## src/linear_block_code_single_error_locator_top_defines.svh

```systemverilog
// ----------------------------------------------------------------------------
// linear block code single error locator: assertion macros
// shared concurrent assertion forms, clocked on clk, quiet during reset
// ----------------------------------------------------------------------------
`ifndef LINEAR_BLOCK_CODE_SINGLE_ERROR_LOCATOR_TOP_DEFINES_SVH
`define LINEAR_BLOCK_CODE_SINGLE_ERROR_LOCATOR_TOP_DEFINES_SVH

// consequent checked in the same cycle as the antecedent
`define LBCSEL_ASSERT_SAME(label, ante, cons, msg) \
    label: assert property (@(posedge clk) disable iff (!rst_n) (ante) |-> (cons)) \
        else $error(msg);

// consequent checked in the cycle after the antecedent
`define LBCSEL_ASSERT_NEXT(label, ante, cons, msg) \
    label: assert property (@(posedge clk) disable iff (!rst_n) (ante) |=> (cons)) \
        else $error(msg);

`endif

```

## src/lbcsel_pkg.sv

```systemverilog
// ----------------------------------------------------------------------------
// lbcsel_pkg
// sizes, word types and helpers for the single error locator
// ----------------------------------------------------------------------------
package lbcsel_pkg;

    localparam int DATA_BITS   = 11;
    localparam int CHECK_BITS  = 4;
    localparam int CODE_BITS   = DATA_BITS + CHECK_BITS;
    localparam int MATRIX_BITS = DATA_BITS * CHECK_BITS;
    localparam int FLIP_BITS   = 4;
    localparam int POS_BITS    = 5;

    typedef logic [MATRIX_BITS-1:0] matrix_t;
    typedef logic [CHECK_BITS-1:0]  check_t;
    typedef logic [CODE_BITS-1:0]   code_t;
    typedef logic [POS_BITS-1:0]    pos_t;

    typedef struct packed {
        logic [DATA_BITS-1:0] data_word;
        logic [FLIP_BITS-1:0] flip_position;
    } item_t;

    typedef struct packed {
        code_t  codeword;
        code_t  received_word;
        check_t syndrome;
    } coded_t;

    typedef struct packed {
        code_t  codeword;
        code_t  received_word;
        check_t syndrome;
        pos_t   error_position;
    } result_t;

    // row j of the parity part of the generator
    function automatic check_t row_of(input matrix_t m, input int j);
        return m[j*CHECK_BITS +: CHECK_BITS];
    endfunction

endpackage

```

## src/lbcsel_encode.sv

```systemverilog
// ----------------------------------------------------------------------------
// lbcsel_encode
// systematic encoder, single bit inversion and syndrome of the received word
// ----------------------------------------------------------------------------
module lbcsel_encode
    import lbcsel_pkg::*;
(
    input  matrix_t parity_matrix,
    input  item_t   item,
    output coded_t  coded
);

    function automatic check_t parity_of(input matrix_t m, input logic [DATA_BITS-1:0] d);
        check_t acc;
        acc = '0;
        for (int j = 0; j < DATA_BITS; j++)
        begin
            if (d[j])
            begin
                acc = acc ^ row_of(m, j);
            end
        end
        return acc;
    endfunction

    check_t parity;
    code_t  code;
    pos_t   flip_sat;
    code_t  flip_mask;
    code_t  recv;
    pos_t   flip_ext;

    assign parity   = parity_of(parity_matrix, item.data_word);
    assign code     = {parity, item.data_word};
    assign flip_ext = {{(POS_BITS-FLIP_BITS){1'b0}}, item.flip_position};

    // zero counts as the first bit, anything past the word as the last
    always_comb
    begin
        priority if (flip_ext == '0)
        begin
            flip_sat = POS_BITS'(1);
        end
        else if (flip_ext > POS_BITS'(CODE_BITS))
        begin
            flip_sat = POS_BITS'(CODE_BITS);
        end
        else
        begin
            flip_sat = flip_ext;
        end
    end

    always_comb
    begin
        for (int b = 0; b < CODE_BITS; b++)
        begin
            flip_mask[b] = (flip_sat == POS_BITS'(b + 1));
        end
    end

    assign recv = code ^ flip_mask;

    assign coded.codeword      = code;
    assign coded.received_word = recv;
    assign coded.syndrome      = parity_of(parity_matrix, recv[DATA_BITS-1:0])
                                 ^ recv[CODE_BITS-1:DATA_BITS];

endmodule

```

## src/lbcsel_locate.sv

```systemverilog
// ----------------------------------------------------------------------------
// lbcsel_locate
// finds the first check matrix column equal to the syndrome
// ----------------------------------------------------------------------------
module lbcsel_locate
    import lbcsel_pkg::*;
(
    input  matrix_t parity_matrix,
    input  check_t  syndrome,
    output pos_t    error_position
);

    // walk from the top so the lowest matching column wins, data columns first
    always_comb
    begin
        error_position = POS_BITS'(CODE_BITS + 1);
        for (int j = CHECK_BITS - 1; j >= 0; j--)
        begin
            if (syndrome == (CHECK_BITS'(1) << j))
            begin
                error_position = POS_BITS'(DATA_BITS + j + 1);
            end
        end
        for (int j = DATA_BITS - 1; j >= 0; j--)
        begin
            if (row_of(parity_matrix, j) == syndrome)
            begin
                error_position = POS_BITS'(j + 1);
            end
        end
    end

endmodule

```

## src/linear_block_code_single_error_locator_top.sv

```systemverilog
// ----------------------------------------------------------------------------
// linear_block_code_single_error_locator_top
// encodes a data word, inverts one bit and locates it from the syndrome
// ----------------------------------------------------------------------------
//  channel   handshake                 payload
//  item      item_valid / item_stall   item   (data_word, flip_position)
//  result    result_valid / result_stall  result (codeword, received_word,
//                                              syndrome, error_position)
//  cfg       cfg_write                 cfg_data (parity_matrix)
//
//  one word per cycle while item_stall is low; a taken word goes to the input
//  register, then through encode and locate logic into the result register
//  result_stall holds the result register; item_stall rises only when both
//  registers are full and the result is stalled
//  reset empties both registers and clears the parity matrix
// ----------------------------------------------------------------------------
`include "linear_block_code_single_error_locator_top_defines.svh"

module linear_block_code_single_error_locator_top
    import lbcsel_pkg::*;
(
    input  logic    clk,
    input  logic    rst_n,
    input  logic    cfg_write,
    input  matrix_t cfg_data,
    input  logic    item_valid,
    output logic    item_stall,
    input  item_t   item,
    output logic    result_valid,
    input  logic    result_stall,
    output result_t result
);

    matrix_t matrix_reg, matrix_next;
    logic    stage_valid_reg, stage_valid_next;
    item_t   stage_reg;
    logic    result_valid_reg, result_valid_next;
    result_t result_reg;

    logic    accept;
    logic    advance;
    coded_t  coded;
    pos_t    position;

    assign advance    = !result_valid_reg || !result_stall;
    assign item_stall = stage_valid_reg && !advance;
    assign accept     = item_valid && !item_stall;

    lbcsel_encode u_encode (
        .parity_matrix (matrix_reg),
        .item          (stage_reg),
        .coded         (coded)
    );

    lbcsel_locate u_locate (
        .parity_matrix  (matrix_reg),
        .syndrome       (coded.syndrome),
        .error_position (position)
    );

    always_comb
    begin
        matrix_next       = cfg_write ? cfg_data : matrix_reg;
        stage_valid_next  = accept || (stage_valid_reg && !advance);
        result_valid_next = advance ? stage_valid_reg : result_valid_reg;
    end

    always_ff @(posedge clk or negedge rst_n)
    begin
        if (!rst_n)
        begin
            matrix_reg       <= '0;
            stage_valid_reg  <= 1'b0;
            result_valid_reg <= 1'b0;
        end
        else
        begin
            matrix_reg       <= matrix_next;
            stage_valid_reg  <= stage_valid_next;
            result_valid_reg <= result_valid_next;
        end
    end

    // word registers carry no reset
    always_ff @(posedge clk)
    begin
        if (accept)
        begin
            stage_reg <= item;
        end
        if (advance && stage_valid_reg)
        begin
            result_reg <= '{codeword:       coded.codeword,
                            received_word:  coded.received_word,
                            syndrome:       coded.syndrome,
                            error_position: position};
        end
    end

    assign result_valid = result_valid_reg;
    assign result       = result_reg;

    `LBCSEL_ASSERT_NEXT(a_accept_fills_stage, accept, stage_valid_reg, "accepted word not held in input register")
    `LBCSEL_ASSERT_SAME(a_single_flip, result_valid, $onehot(result.codeword ^ result.received_word), "received word differs from codeword in other than one bit")
    `LBCSEL_ASSERT_SAME(a_check_column, result_valid && (result.error_position > POS_BITS'(DATA_BITS)) && (result.error_position <= POS_BITS'(CODE_BITS)), $onehot(result.syndrome), "check column located for a syndrome of other than one bit")
    `LBCSEL_ASSERT_SAME(a_no_match, result_valid && (result.error_position == POS_BITS'(CODE_BITS + 1)), !$onehot(result.syndrome), "single bit syndrome left unmatched")

endmodule
```

## config.mk

```make
export PLATFORM = sky130hd
export DESIGN_NAME = linear_block_code_single_error_locator_top
export DESIGN_NICKNAME = d
export VERILOG_FILES = /design/src/lbcsel_pkg.sv /design/src/lbcsel_encode.sv /design/src/lbcsel_locate.sv /design/src/linear_block_code_single_error_locator_top.sv
export VERILOG_INCLUDE_DIRS = /design/src /design/src/src
export SDC_FILE = /design/constraint.sdc
export NUM_CORES = 1
export LEC_CHECK = 0
export BUFFER_PORTS_ARGS = -buffer_cell sky130_fd_sc_hd__buf_2
export CELL_PAD_IN_SITES_DETAIL_PLACEMENT = 1
export CELL_PAD_IN_SITES_GLOBAL_PLACEMENT = 2
export CORE_UTILIZATION = 35
export CTS_CLUSTER_SIZE = 14
export DETAILED_ROUTE_END_ITERATION = 6
export PLACE_DENSITY = 0.79
export SLEW_MARGIN = 20
export SYNTH_ARGS = -nofsm -noshare
export SYNTH_HDL_FRONTEND = slang
export SYNTH_HIERARCHICAL = 1
export SYNTH_SLANG_ARGS = --single-unit
```

## constraint.sdc

```tcl
create_clock -name clk -period 8.5 [get_ports clk]
set_input_delay 1.7 -clock clk [delete_from_list [all_inputs] [get_ports clk]]
set_output_delay 1.7 -clock clk [all_outputs]
set_load 0.1 [all_outputs]
```

==> flow_metrics.py, run 1 <==
metrics = {
    "run_status": {
        "status": "finished clean",
    },
    "setup_path": {
        "cp-start-kind": "flip-flop",
        "end_kind": "flip-flop",
        "crit_required_ns": 8.61,
        "worstPathArrival_ns": 4.82,
        "path_class": "reg2reg",
        "reg2reg_slack_ns": 3.80,
        "worstPathMaxFanout": 16,
    },
    "synthesis": {
        "syn_avg_cell_area_um2": 13.1,
        "synth_area_mm2": 0.00602,
        "synthTopCellsByCount": "nand2_1 (82), xnor2_1 (63), edfxtp_1 (54)",
        "yosysTopAreaCellShare_pct": 26.9,
        "yosysSeqAreaShare_pct": 46.0,
        "yosysMostFrequentCell": "nand2_1",
        "synth-edff-count": 54,
        "yosysWarnings": 6,
        "ys_types": 48,
        "synthesis.nets": 524,
        "synth-seq-cells": 100,
        "synth_flop_cell": "edfxtp_1",
        "synth_top_area_cell": "edfxtp_1",
        "synth_area_leaders": "edfxtp_1 (27%), dfrtp_1 (19%), mux2_4 (10%)",
        "synthArstFlopShare_pct": 46.0,
        "syn_inst": 460,
    },
    "global_routing": {
        "first_global_vias": 4096,
        "track_usage_pct": 19.5,
        "antenna_found_initial": 0,
        "grt_pass1_wl_mm": 25.2,
        "grt_max_degree": 47,
        "grt-ovfl-total": 0,
    },
    "pwr": {
        "pwr_density_cell_mw_per_mm2": 440,
        "p_total_mw": 3.01,
        "pwr-share-clk_pct": 13.4,
        "pwr-share-comb_pct": 62.4,
        "p_leak_nw": 2.97,
        "p_int_mw": 1.59,
        "p_sw_mw": 1.42,
        "p_seq_share_pct": 24.2,
        "ir_drop_uv": 207,
        "p_sw_share_pct": 47.2,
    },
    "sta": {
        "setup_tns_ns": 0,
        "min_period_over_period_pct": 55.3,
        "final_hold_viol_count": 0,
        "clock.fmax_mhz": 213,
        "max-slew-margin-rel_pct": 35.7,
        "period_needed_ns": 4.70,
        "setup_violations": 0,
        "slew_viol_final": 0,
        "rsz0062_at_grt": "false",
        "worst_pin_slew_ns": 0.964,
        "skew_ns": 0.0110,
    },
    "placed_design": {
        "gp_congestion": 0.901,
        "io_buffer_count": 104,
        "hpwl_mm": 12.3,
    },
    "die": {
        "die_h_um": 133,
        "core_mm2": 0.0167,
        "ios": 105,
        "die_area_mm2": 0.0177,
        "start_util_pct": 36.1,
        "placement_rows": 47,
        "dieWidth_um": 133,
    },
    "clock_network": {
        "cts_made_buffers": 9,
        "cts.htree.levels": 3,
        "clock_latency_ns": 0.36,
        "cts_sinks": 100,
        "cts_setup_buffers": 0,
        "clkTransAtPathRegs_ns": 0.07,
        "cts_tree": "yes",
        "cts_hold_buf": 0,
        "cts.repair.resized": 0,
        "cts.path.max_buffers": 2,
        "clock-root-buffer": "clkbuf_16",
    },
    "drt": {
        "drtIter0Drc": 190,
        "wire_per_inst_um": 20.9,
        "drc": 0,
        "vias": 3729,
        "antenna_left": 0,
        "first_pass_iters": 4,
        "wirelength_mm": 16.2,
        "viasPerCell": 4.82,
    },
    "cells_and_area": {
        "largest_reg_flops": 44,
        "layout-drive-gt1-share_pct": 33.9,
        "antenna_cells": 0,
        "syn_to_final_growth_pct": 13.6,
        "nets": 613,
    },
    "run": {
        "drv_cap": 0,
    },
    "hold_path": {
        "min_path_type": "reg2reg",
    },
}
[area by class of cell]
class	instances	area, um2
Fill cell	1822	9860
Multi-Input combinational cell	329	2960
Sequential cell	100	2770
Timing Repair Buffer	106	538
Tap cell	220	275
Clock buffer	11	233
Clock inverter	5	52.6
Inverter	3	11.3
[power groups by stage]
stage	Clock, mW	Combinational (mW)	Sequential (mW)
after floorplan	0	1.38	1.05
after global placement	0	1.83	0.740
after detailed placement	0	1.88	0.739
after CTS	0.417	1.89	0.732
after global routing	0.433	2.03	0.738
final	0.402	1.88	0.729
[cells in the final DEF (no fill, tap or decap), types with 2 or more instances in the layout]
cell type	netlist	final
a31oi_1	2	2
and2_1	2	2
and4bb_2	4	4
buf_2	1	103
buf_4	17	3
clkbuf_1	0	2
clkbuf_16	0	9
clkinv_2	0	3
dfrtp_1	46	46
edfxtp_1	54	54
inv_1	3	3
mux2_2	4	4
mux2_4	40	40
mux2i_1	4	4
nand2_1	82	82
nand2b_1	7	7
nand3_1	3	3
nand4_1	6	6
nand4b_1	2	2
nor2_1	5	5
nor2b_1	9	9
nor4_1	2	2
nor4_2	3	3
nor4b_2	2	2
o21ai_0	2	2
o21ai_1	2	2
xnor2_1	63	63
xnor3_1	17	17
xor2_1	45	45
xor2_2	4	4
[worst paths after layout]
| check | startpoint | end | cells past startpoint |
|---|---|---|---|
| setup / recovery | stage_reg[0]$_DFFE_PP_ | result[4]$_DFFE_PP_ | 11 |
| hold / removal | stage_valid_reg$_DFF_PN0_ | result_valid$_DFFE_PN0P_ | 1 |
| setup reg to reg | stage_reg[0]$_DFFE_PP_ | result[4]$_DFFE_PP_ | 11 |
| hold reg to reg | stage_valid_reg$_DFF_PN0_ | result_valid$_DFFE_PN0P_ | 1 |
| max in group asynchronous | rst_n | matrix_reg[15]$_DFFE_PN0P_ | 1 |
| min in group asynchronous | rst_n | result_valid$_DFFE_PN0P_ | 1 |
[routing by layer]
layer / GRT usage, % / vias to the layer above / share of wire, % / wire length, um
li1: - / 1726 / - / -
met1: 25.8 / 1882 / 44 / 7180
met2: 32.2 / 108 / 48 / 7800
met3: 4.60 / 13 / 6.1 / 988
met4: 5.11 / 0 / 1.2 / 195
met5: 0 / - / 0 / 0
[worst max-delay path, stage by stage, from the launching register on]
cell	delay [ns]
edfxtp_1	0.60
and4bb_2	0.43
xor2_1	0.44
nand2_1	0.14
xnor3_1	0.38
xnor3_1	0.39
xnor3_1	0.87
xor2_1	0.23
nor4_1	0.55
or3_1	0.23
nand3b_4	0.14
nor2_1	0.04
[per-stage QoR]
step	setup slack, ns	hold WS (ns)	instances	util [%]	instance area, um2
4_1_cts	3.83	0.504	774	41.0	6840
6_report	3.80	0.496	774	41.0	6850
5_1_grt	3.59	0.528	774	41.0	6850
3_5_place_dp	3.85	0.493	758	39.3	6560
2_1_floorplan	3.45	0.442	460	-	6020
3_3_place_gp	4.01	0.463	758	39.3	6560
[cells by family (layout without fill, tap and decap cells)]
group | count (synthesis) | count (layout) | synth area share (%)
flops | 100 | 100 | 46.0
simple gates | 140 | 140 | 13.2
mux | 48 | 48 | 11.4
compound gates | 12 | 12 | 1.29
xor+xnor | 129 | 129 | 23.1
buf+inv | 31 | 125 | 4.98
No activity file was read; power rests on OpenSTA's default activity.
==> inputs of run 2 (changes only) <==
--- a/config.mk
+++ b/config.mk
@@ -6,13 +6,14 @@
 export SDC_FILE = /design/constraint.sdc
 export NUM_CORES = 1
 export LEC_CHECK = 0
+export ABC_AREA = 1
 export BUFFER_PORTS_ARGS = -buffer_cell sky130_fd_sc_hd__buf_2
 export CELL_PAD_IN_SITES_DETAIL_PLACEMENT = 1
 export CELL_PAD_IN_SITES_GLOBAL_PLACEMENT = 2
-export CORE_UTILIZATION = 35
+export CORE_UTILIZATION = 30
 export CTS_CLUSTER_SIZE = 14
 export DETAILED_ROUTE_END_ITERATION = 6
-export PLACE_DENSITY = 0.79
+export PLACE_DENSITY = 0.82
 export SLEW_MARGIN = 20
 export SYNTH_ARGS = -nofsm -noshare
 export SYNTH_HDL_FRONTEND = slang
==> constraint.sdc (replaced) <==
create_clock -name clk -period 4.1 [get_ports clk]
set_input_delay 0.82 -clock clk [delete_from_list [all_inputs] [get_ports clk]]
set_output_delay 0.82 -clock clk [all_outputs]
set_load 0.1 [all_outputs]
==> flow_metrics.py, run 2 <==
metrics = {
    "sta": {
        "rsz0062_at_grt": "false",
        "min_period_over_period_pct": 88.3,
        "slew_viol_final": 0,
        "skew_ns": 0.0130,
        "clock.fmax_mhz": 276,
        "setup_tns_ns": 0,
        "max-slew-margin-rel_pct": 45.1,
        "period_needed_ns": 3.62,
        "final_hold_viol_count": 0,
        "setup_violations": 0,
        "worst_pin_slew_ns": 0.822,
    },
    "cells_and_area": {
        "utilization_pct": 35.9,
        "largest_reg_flops": 44,
        "layout_common_cells": "nand2_1 (316), inv_1 (139), buf_2 (103)",
        "layout.cells.non_filler": 1240,
        "final_common_cell": "nand2_1",
        "antenna_cells": 0,
        "syn_to_final_growth_pct": 15.8,
        "nets": 1024,
        "layout-drive-gt1-share_pct": 18.1,
    },
    "die": {
        "ios": 105,
        "die_h_um": 150,
        "placement_rows": 53,
        "core_mm2": 0.0213,
        "dieWidth_um": 150,
        "die_area_mm2": 0.0226,
        "start_util_pct": 31.0,
    },
    "drt": {
        "drtIter0Drc": 268,
        "vias": 5516,
        "first_pass_iters": 4,
        "wire_per_inst_um": 15.5,
        "wirelength_mm": 19.3,
        "viasPerCell": 4.45,
        "drc": 0,
        "antenna_left": 0,
    },
    "synthesis": {
        "synth_flop_cell": "edfxtp_1",
        "synth_compound_area_share_pct": 4.49,
        "synthTopCellsByCount": "nand2_1 (317), inv_1 (139), xnor2_1 (58)",
        "yosys.area_share.simple_pct": 30.1,
        "synth-seq-cells": 100,
        "yosysMostFrequentCell": "nand2_1",
        "yosysTopAreaCellShare_pct": 24.6,
        "synth_area_leaders": "edfxtp_1 (25%), nand2_1 (18%), dfrtp_1 (17%)",
        "muxShareOfSynthArea_pct": 0,
        "synth-xor-area-share_pct": 11.1,
        "synth-edff-count": 54,
        "syn_inst": 864,
        "yosysSeqAreaShare_pct": 42.0,
        "synth-adder-area-share_pct": 0,
        "ys_types": 37,
        "synthesis.nets": 928,
        "synth_top_area_cell": "edfxtp_1",
        "syn_avg_cell_area_um2": 7.64,
        "synth_top_family_by_area": "simple AND/OR/NAND/NOR gates",
        "synthArstFlopShare_pct": 46.0,
        "yosysWarnings": 6,
        "synth_area_mm2": 0.00660,
    },
    "clock_network": {
        "clock-root-buffer": "clkbuf_16",
        "cts.path.max_buffers": 2,
        "clock_latency_ns": 0.36,
        "clkTransAtPathRegs_ns": 0.07,
        "cts_setup_buffers": 0,
        "cts_tree": "yes",
        "cts_hold_buf": 0,
        "cts.htree.levels": 3,
        "cts_sinks": 100,
        "cts_made_buffers": 9,
    },
    "global_routing": {
        "grt_pass1_wl_mm": 30.3,
        "track_usage_pct": 18.1,
        "grt-ovfl-total": 0,
        "antenna_found_initial": 0,
        "grt_max_degree": 57,
        "first_global_vias": 5602,
    },
    "setup_path": {
        "path_class": "reg2reg",
        "rr_worst_depth": 27,
        "worstPathMaxFanout": 8,
        "worstPathArrival_ns": 3.74,
        "crit_required_ns": 4.21,
        "cp-start-kind": "flip-flop",
        "end_kind": "flip-flop",
    },
    "placed_design": {
        "hpwl_mm": 15.2,
        "gp_congestion": 0.810,
        "io_buffer_count": 104,
        "dp_cells": 1224,
    },
    "run_status": {
        "status": "finished clean",
    },
    "pwr": {
        "pwr_density_cell_mw_per_mm2": 554,
        "p_leak_nw": 3.94,
        "ir_drop_uv": 457,
    },
    "hold_path": {
        "min_path_type": "in2async",
    },
    "run": {
        "drv_cap": 0,
    },
}
==> run 2: changes by cell type in the layout (fill, tap and decap cells not counted), sizes merged, moves of 17 or more <==
cell and delta:
mux2 -44, nor2 +34, o21ai +44, nand2 +242
nand3 +52, xnor3 -17, inv +146, xor2 -27
==> run 2: layout make-up <==
cell class                      instances  area, um2
Sequential cell                       100       2770
Tap cell                              275        344
Clock buffer                           14        318
Inverter                              148        556
Multi-Input combinational cell        586       3040
Fill cell                            2666      13600
Clock inverter                          2       17.5
Timing Repair Buffer                  115        606
==> run 2: power breakdown <==
part	total (mW)	switching (mW)	internal (mW)
sequential	1.36	0.126	1.24
clock	0.944	0.400	0.544
combinational	1.93	1.37	0.562
total	4.24	1.90	2.34
==> run 2: worst paths after layout <==
kind                                           startpoint                         end  slack [ns]
worst min-delay path                                rst_n  matrix_reg[28]$_DFFE_PN0P_        0.47
min in group clk                stage_valid_reg$_DFF_PN0_    result_valid$_DFFE_PN0P_        0.52
max in group asynchronous                           rst_n    result_valid$_DFFE_PN0P_        3.21
worst min register to register  stage_valid_reg$_DFF_PN0_    result_valid$_DFFE_PN0P_        0.52
worst max-delay path               stage_reg[3]$_DFFE_PP_         result[0]$_DFFE_PP_        0.48
worst max register to register     stage_reg[3]$_DFFE_PP_         result[0]$_DFFE_PP_        0.48
==> run 2: per-layer routing <==
metal	vias up	routed length [um]	GRT usage [%]
met2	78	8780	29.3
met1	2577	9660	25.0
li1	2850	-	-
met3	11	573	2.55
met4	0	246	4.95
met5	-	0	0
==> run 2: cell families after synthesis <==
kind of cell              Yosys count
AOI/OAI and AO/OA                  53
and+or+nand+nor                   452
DFF                               100
buffers and inverters             178
xor gates and xnor gates           81
==> run 2: stage by stage <==
stage	cell area [um2]	hold slack [ns]	power [mW]	worst slack, ns
2_1_floorplan	6600	0.446	2.93	0.800
3_3_place_gp	7310	0.502	3.29	0.335
3_5_place_dp	7310	0.505	3.31	0.262
4_1_cts	7640	0.522	4.28	0.260
5_1_grt	7650	0.504	4.51	0.0274
6_report	7650	0.470	4.24	0.478
==> run 2: what timing repair did <==
action / 4_1_cts / 5_1_grt
endpoints found under the hold margin: 0 / 0
endpoints found under the setup margin: 0 / 1
gates resized for setup: 0 / 1
==> run 2: critical path, cell delays in order (launching register included) <==
cell,delay (ns)
edfxtp_1,0.66
nand4_1,0.30
xnor2_2,0.38
nand2_1,0.15
inv_1,0.08
nand2_1,0.05
nand2_1,0.10
nand3_1,0.09
nand2_1,0.11
inv_1,0.05
nand2_1,0.05
nand2_1,0.23
inv_1,0.24
nand2_1,0.07
nand2_1,0.07
nor2_1,0.04
nand2_1,0.10
nand2_1,0.06
nand2_1,0.06
nand2_1,0.05
nand2_1,0.07
nand2_1,0.05
nand2_1,0.05
nand2_1,0.05
nand2_1,0.05
nand2_1,0.05
nand2_1,0.05
nand2_1,0.06
==> inputs of run 3 (changes only) <==
--- a/config.mk
+++ b/config.mk
@@ -10,6 +10,7 @@
 export BUFFER_PORTS_ARGS = -buffer_cell sky130_fd_sc_hd__buf_2
 export CELL_PAD_IN_SITES_DETAIL_PLACEMENT = 1
 export CELL_PAD_IN_SITES_GLOBAL_PLACEMENT = 2
+export CORE_ASPECT_RATIO = 2
 export CORE_UTILIZATION = 30
 export CTS_CLUSTER_SIZE = 14
 export DETAILED_ROUTE_END_ITERATION = 6
==> flow_metrics.py, run 3 (synthesis gave the netlist of run 2 again) <==
metrics = {
    "clock_network": {
        "cts_made_buffers": 9,
        "clock_latency_ns": 0.37,
        "cts.path.max_buffers": 2,
        "cts_tree": "yes",
        "cts_sinks": 100,
        "cts_hold_buf": 0,
        "clock-root-buffer": "clkbuf_16",
        "cts.htree.levels": 3,
        "clkTransAtPathRegs_ns": 0.06,
    },
    "sta": {
        "setup_violations": 0,
        "setup_tns_ns": 0,
        "worst_pin_slew_ns": 0.926,
        "slew_viol_final": 0,
        "clock.fmax_mhz": 268,
        "max-slew-margin-rel_pct": 38.2,
        "rsz0062_at_grt": "false",
        "final_hold_viol_count": 0,
        "hold_slack_ns": 0.468,
        "min_period_over_period_pct": 91.0,
        "period_needed_ns": 3.73,
        "fin_ws_ns": 0.368,
        "skew_ns": 0.00802,
    },
    "drt": {
        "antenna_left": 0,
        "wire_per_inst_um": 16.7,
        "wirelength_mm": 20.8,
        "drtIter0Drc": 170,
        "viasPerCell": 4.66,
        "drc": 0,
        "first_pass_iters": 5,
        "vias": 5782,
    },
    "hold_path": {
        "min_path_type": "in2async",
    },
    "cells_and_area": {
        "syn_to_final_growth_pct": 15.6,
        "layout-drive-gt1-share_pct": 18.6,
        "final_common_cell": "nand2_1",
        "regArea_mm2": 0.00277,
        "largest_reg_flops": 44,
        "fillCellCount": 2690,
        "antenna_cells": 0,
        "nets": 1028,
        "layout_common_cells": "nand2_1 (315), inv_1 (139), buf_2 (103)",
        "multi_input_area_mm2": 0.00304,
    },
    "die": {
        "placement_rows": 76,
        "start_util_pct": 30.6,
        "dieWidth_um": 107,
        "die_area_mm2": 0.0226,
        "core_mm2": 0.0216,
        "ios": 105,
        "die_h_um": 212,
    },
    "setup_path": {
        "end_kind": "flip-flop",
        "path_class": "reg2reg",
        "slowest_delay_ns": 0.61,
        "crit_family": "simple AND/OR/NAND/NOR gates",
        "reg2reg_slack_ns": 0.37,
        "crit_required_ns": 4.20,
        "worstPathArrival_ns": 3.83,
        "slowest_stage": "edfxtp_1",
        "cp.buffers_inverters": 4,
        "crit_top_cell": "nand2_1",
        "path_cells": "nor2_8 > nand2_1 > nand2_1 > nand2_1 > inv_1 > nand2_1 > xor2_1 > and2_1 > nor2_2 > inv_1 > nand2_1 > nand2_1 > inv_1 > nand2_1 > nand2_2 > buf_4 > xor2_1 > nor3b_1 > and3_1 > nor2_2 > nand2_1 > a31oi_1",
        "worstPathMaxFanout": 10,
        "cp-start-kind": "flip-flop",
    },
    "run_status": {
        "status": "finished clean",
    },
    "placed_design": {
        "io_buffer_count": 104,
        "hpwl_mm": 17.3,
        "place_ws_ns": 0.154,
        "gp_congestion": 0.907,
    },
    "global_routing": {
        "antenna_found_initial": 0,
        "grt_max_degree": 55,
        "grt_pass1_wl_mm": 31.9,
        "track_usage_pct": 19.4,
        "first_global_vias": 5994,
        "grt-ovfl-total": 0,
    },
    "pwr": {
        "pwr_density_cell_mw_per_mm2": 549,
        "ir_drop_uv": 259,
        "p_leak_nw": 3.93,
    },
    "run": {
        "drv_cap": 0,
    },
}
[run 3: final timing paths]
path,from,depth (start not counted),to
min,rst_n,1,matrix_reg[20]$_DFFE_PN0P_
max,stage_reg[3]$_DFFE_PP_,22,result[3]$_DFFE_PP_
max in group asynchronous,rst_n,1,matrix_reg[13]$_DFFE_PN0P_
min in group clk,stage_valid_reg$_DFF_PN0_,2,result_valid$_DFFE_PN0P_
max reg2reg,stage_reg[3]$_DFFE_PP_,22,result[3]$_DFFE_PP_
min reg2reg,stage_valid_reg$_DFF_PN0_,2,result_valid$_DFFE_PN0P_
[run 3: what timing repair did]
action,CTS,global route
buffers inserted,0,0
resized for setup,0,2
endpoints found under the setup margin,0,5
[run 3: metrics by stage]
stage          std cells  cell area (um2)  util, %  power (mW)
6_report            1242             7640     35.4        4.20
5_1_grt             1242             7640     35.4        4.46
4_1_cts             1242             7630     35.3        4.25
3_5_place_dp        1226             7340     34.0        3.38
3_3_place_gp        1226             7340     34.0        3.34
2_1_floorplan        864             6600        -        2.93
[run 3: routing by layer]
layer	global-route usage, %	vias up	part of all wire (%)
met5	0	-	0
met4	11.7	0	5.6
met3	3.26	47	3.1
met2	39.2	109	59
met1	17.2	2772	33
li1	-	2854	-
[run 3: power breakdown]
group	switching, mW	total, mW	internal, mW	leakage, nW
Clock	0.382	0.854	0.472	0.135
Combinational	1.41	1.98	0.572	2.71
Sequential	0.121	1.36	1.24	1.08
[run 3: cell type report]
type | instances | share of cell area [%]
well taps | 273 | 4.47
clock buffers | 10 | 3.00
inverters | 148 | 7.28
multi-input cells | 586 | 39.8
repair buffers | 119 | 8.32
flip-flops and latches | 100 | 36.3
clock inverters | 6 | 0.836
[run 3: worst reg2reg max path, cell delays in order (launching register included)]
cell and delay (ns):
edfxtp_1 0.61, nor2_8 0.25, nand2_1 0.08, nand2_1 0.08, nand2_1 0.10, inv_1 0.13, nand2_1 0.07, xor2_1 0.27
and2_1 0.19, nor2_2 0.05, inv_1 0.05, nand2_1 0.05, nand2_1 0.10, inv_1 0.05, nand2_1 0.07, nand2_2 0.20
buf_4 0.26, xor2_1 0.17, nor3b_1 0.24, and3_1 0.25, nor2_2 0.05, nand2_1 0.09, a31oi_1 0.05
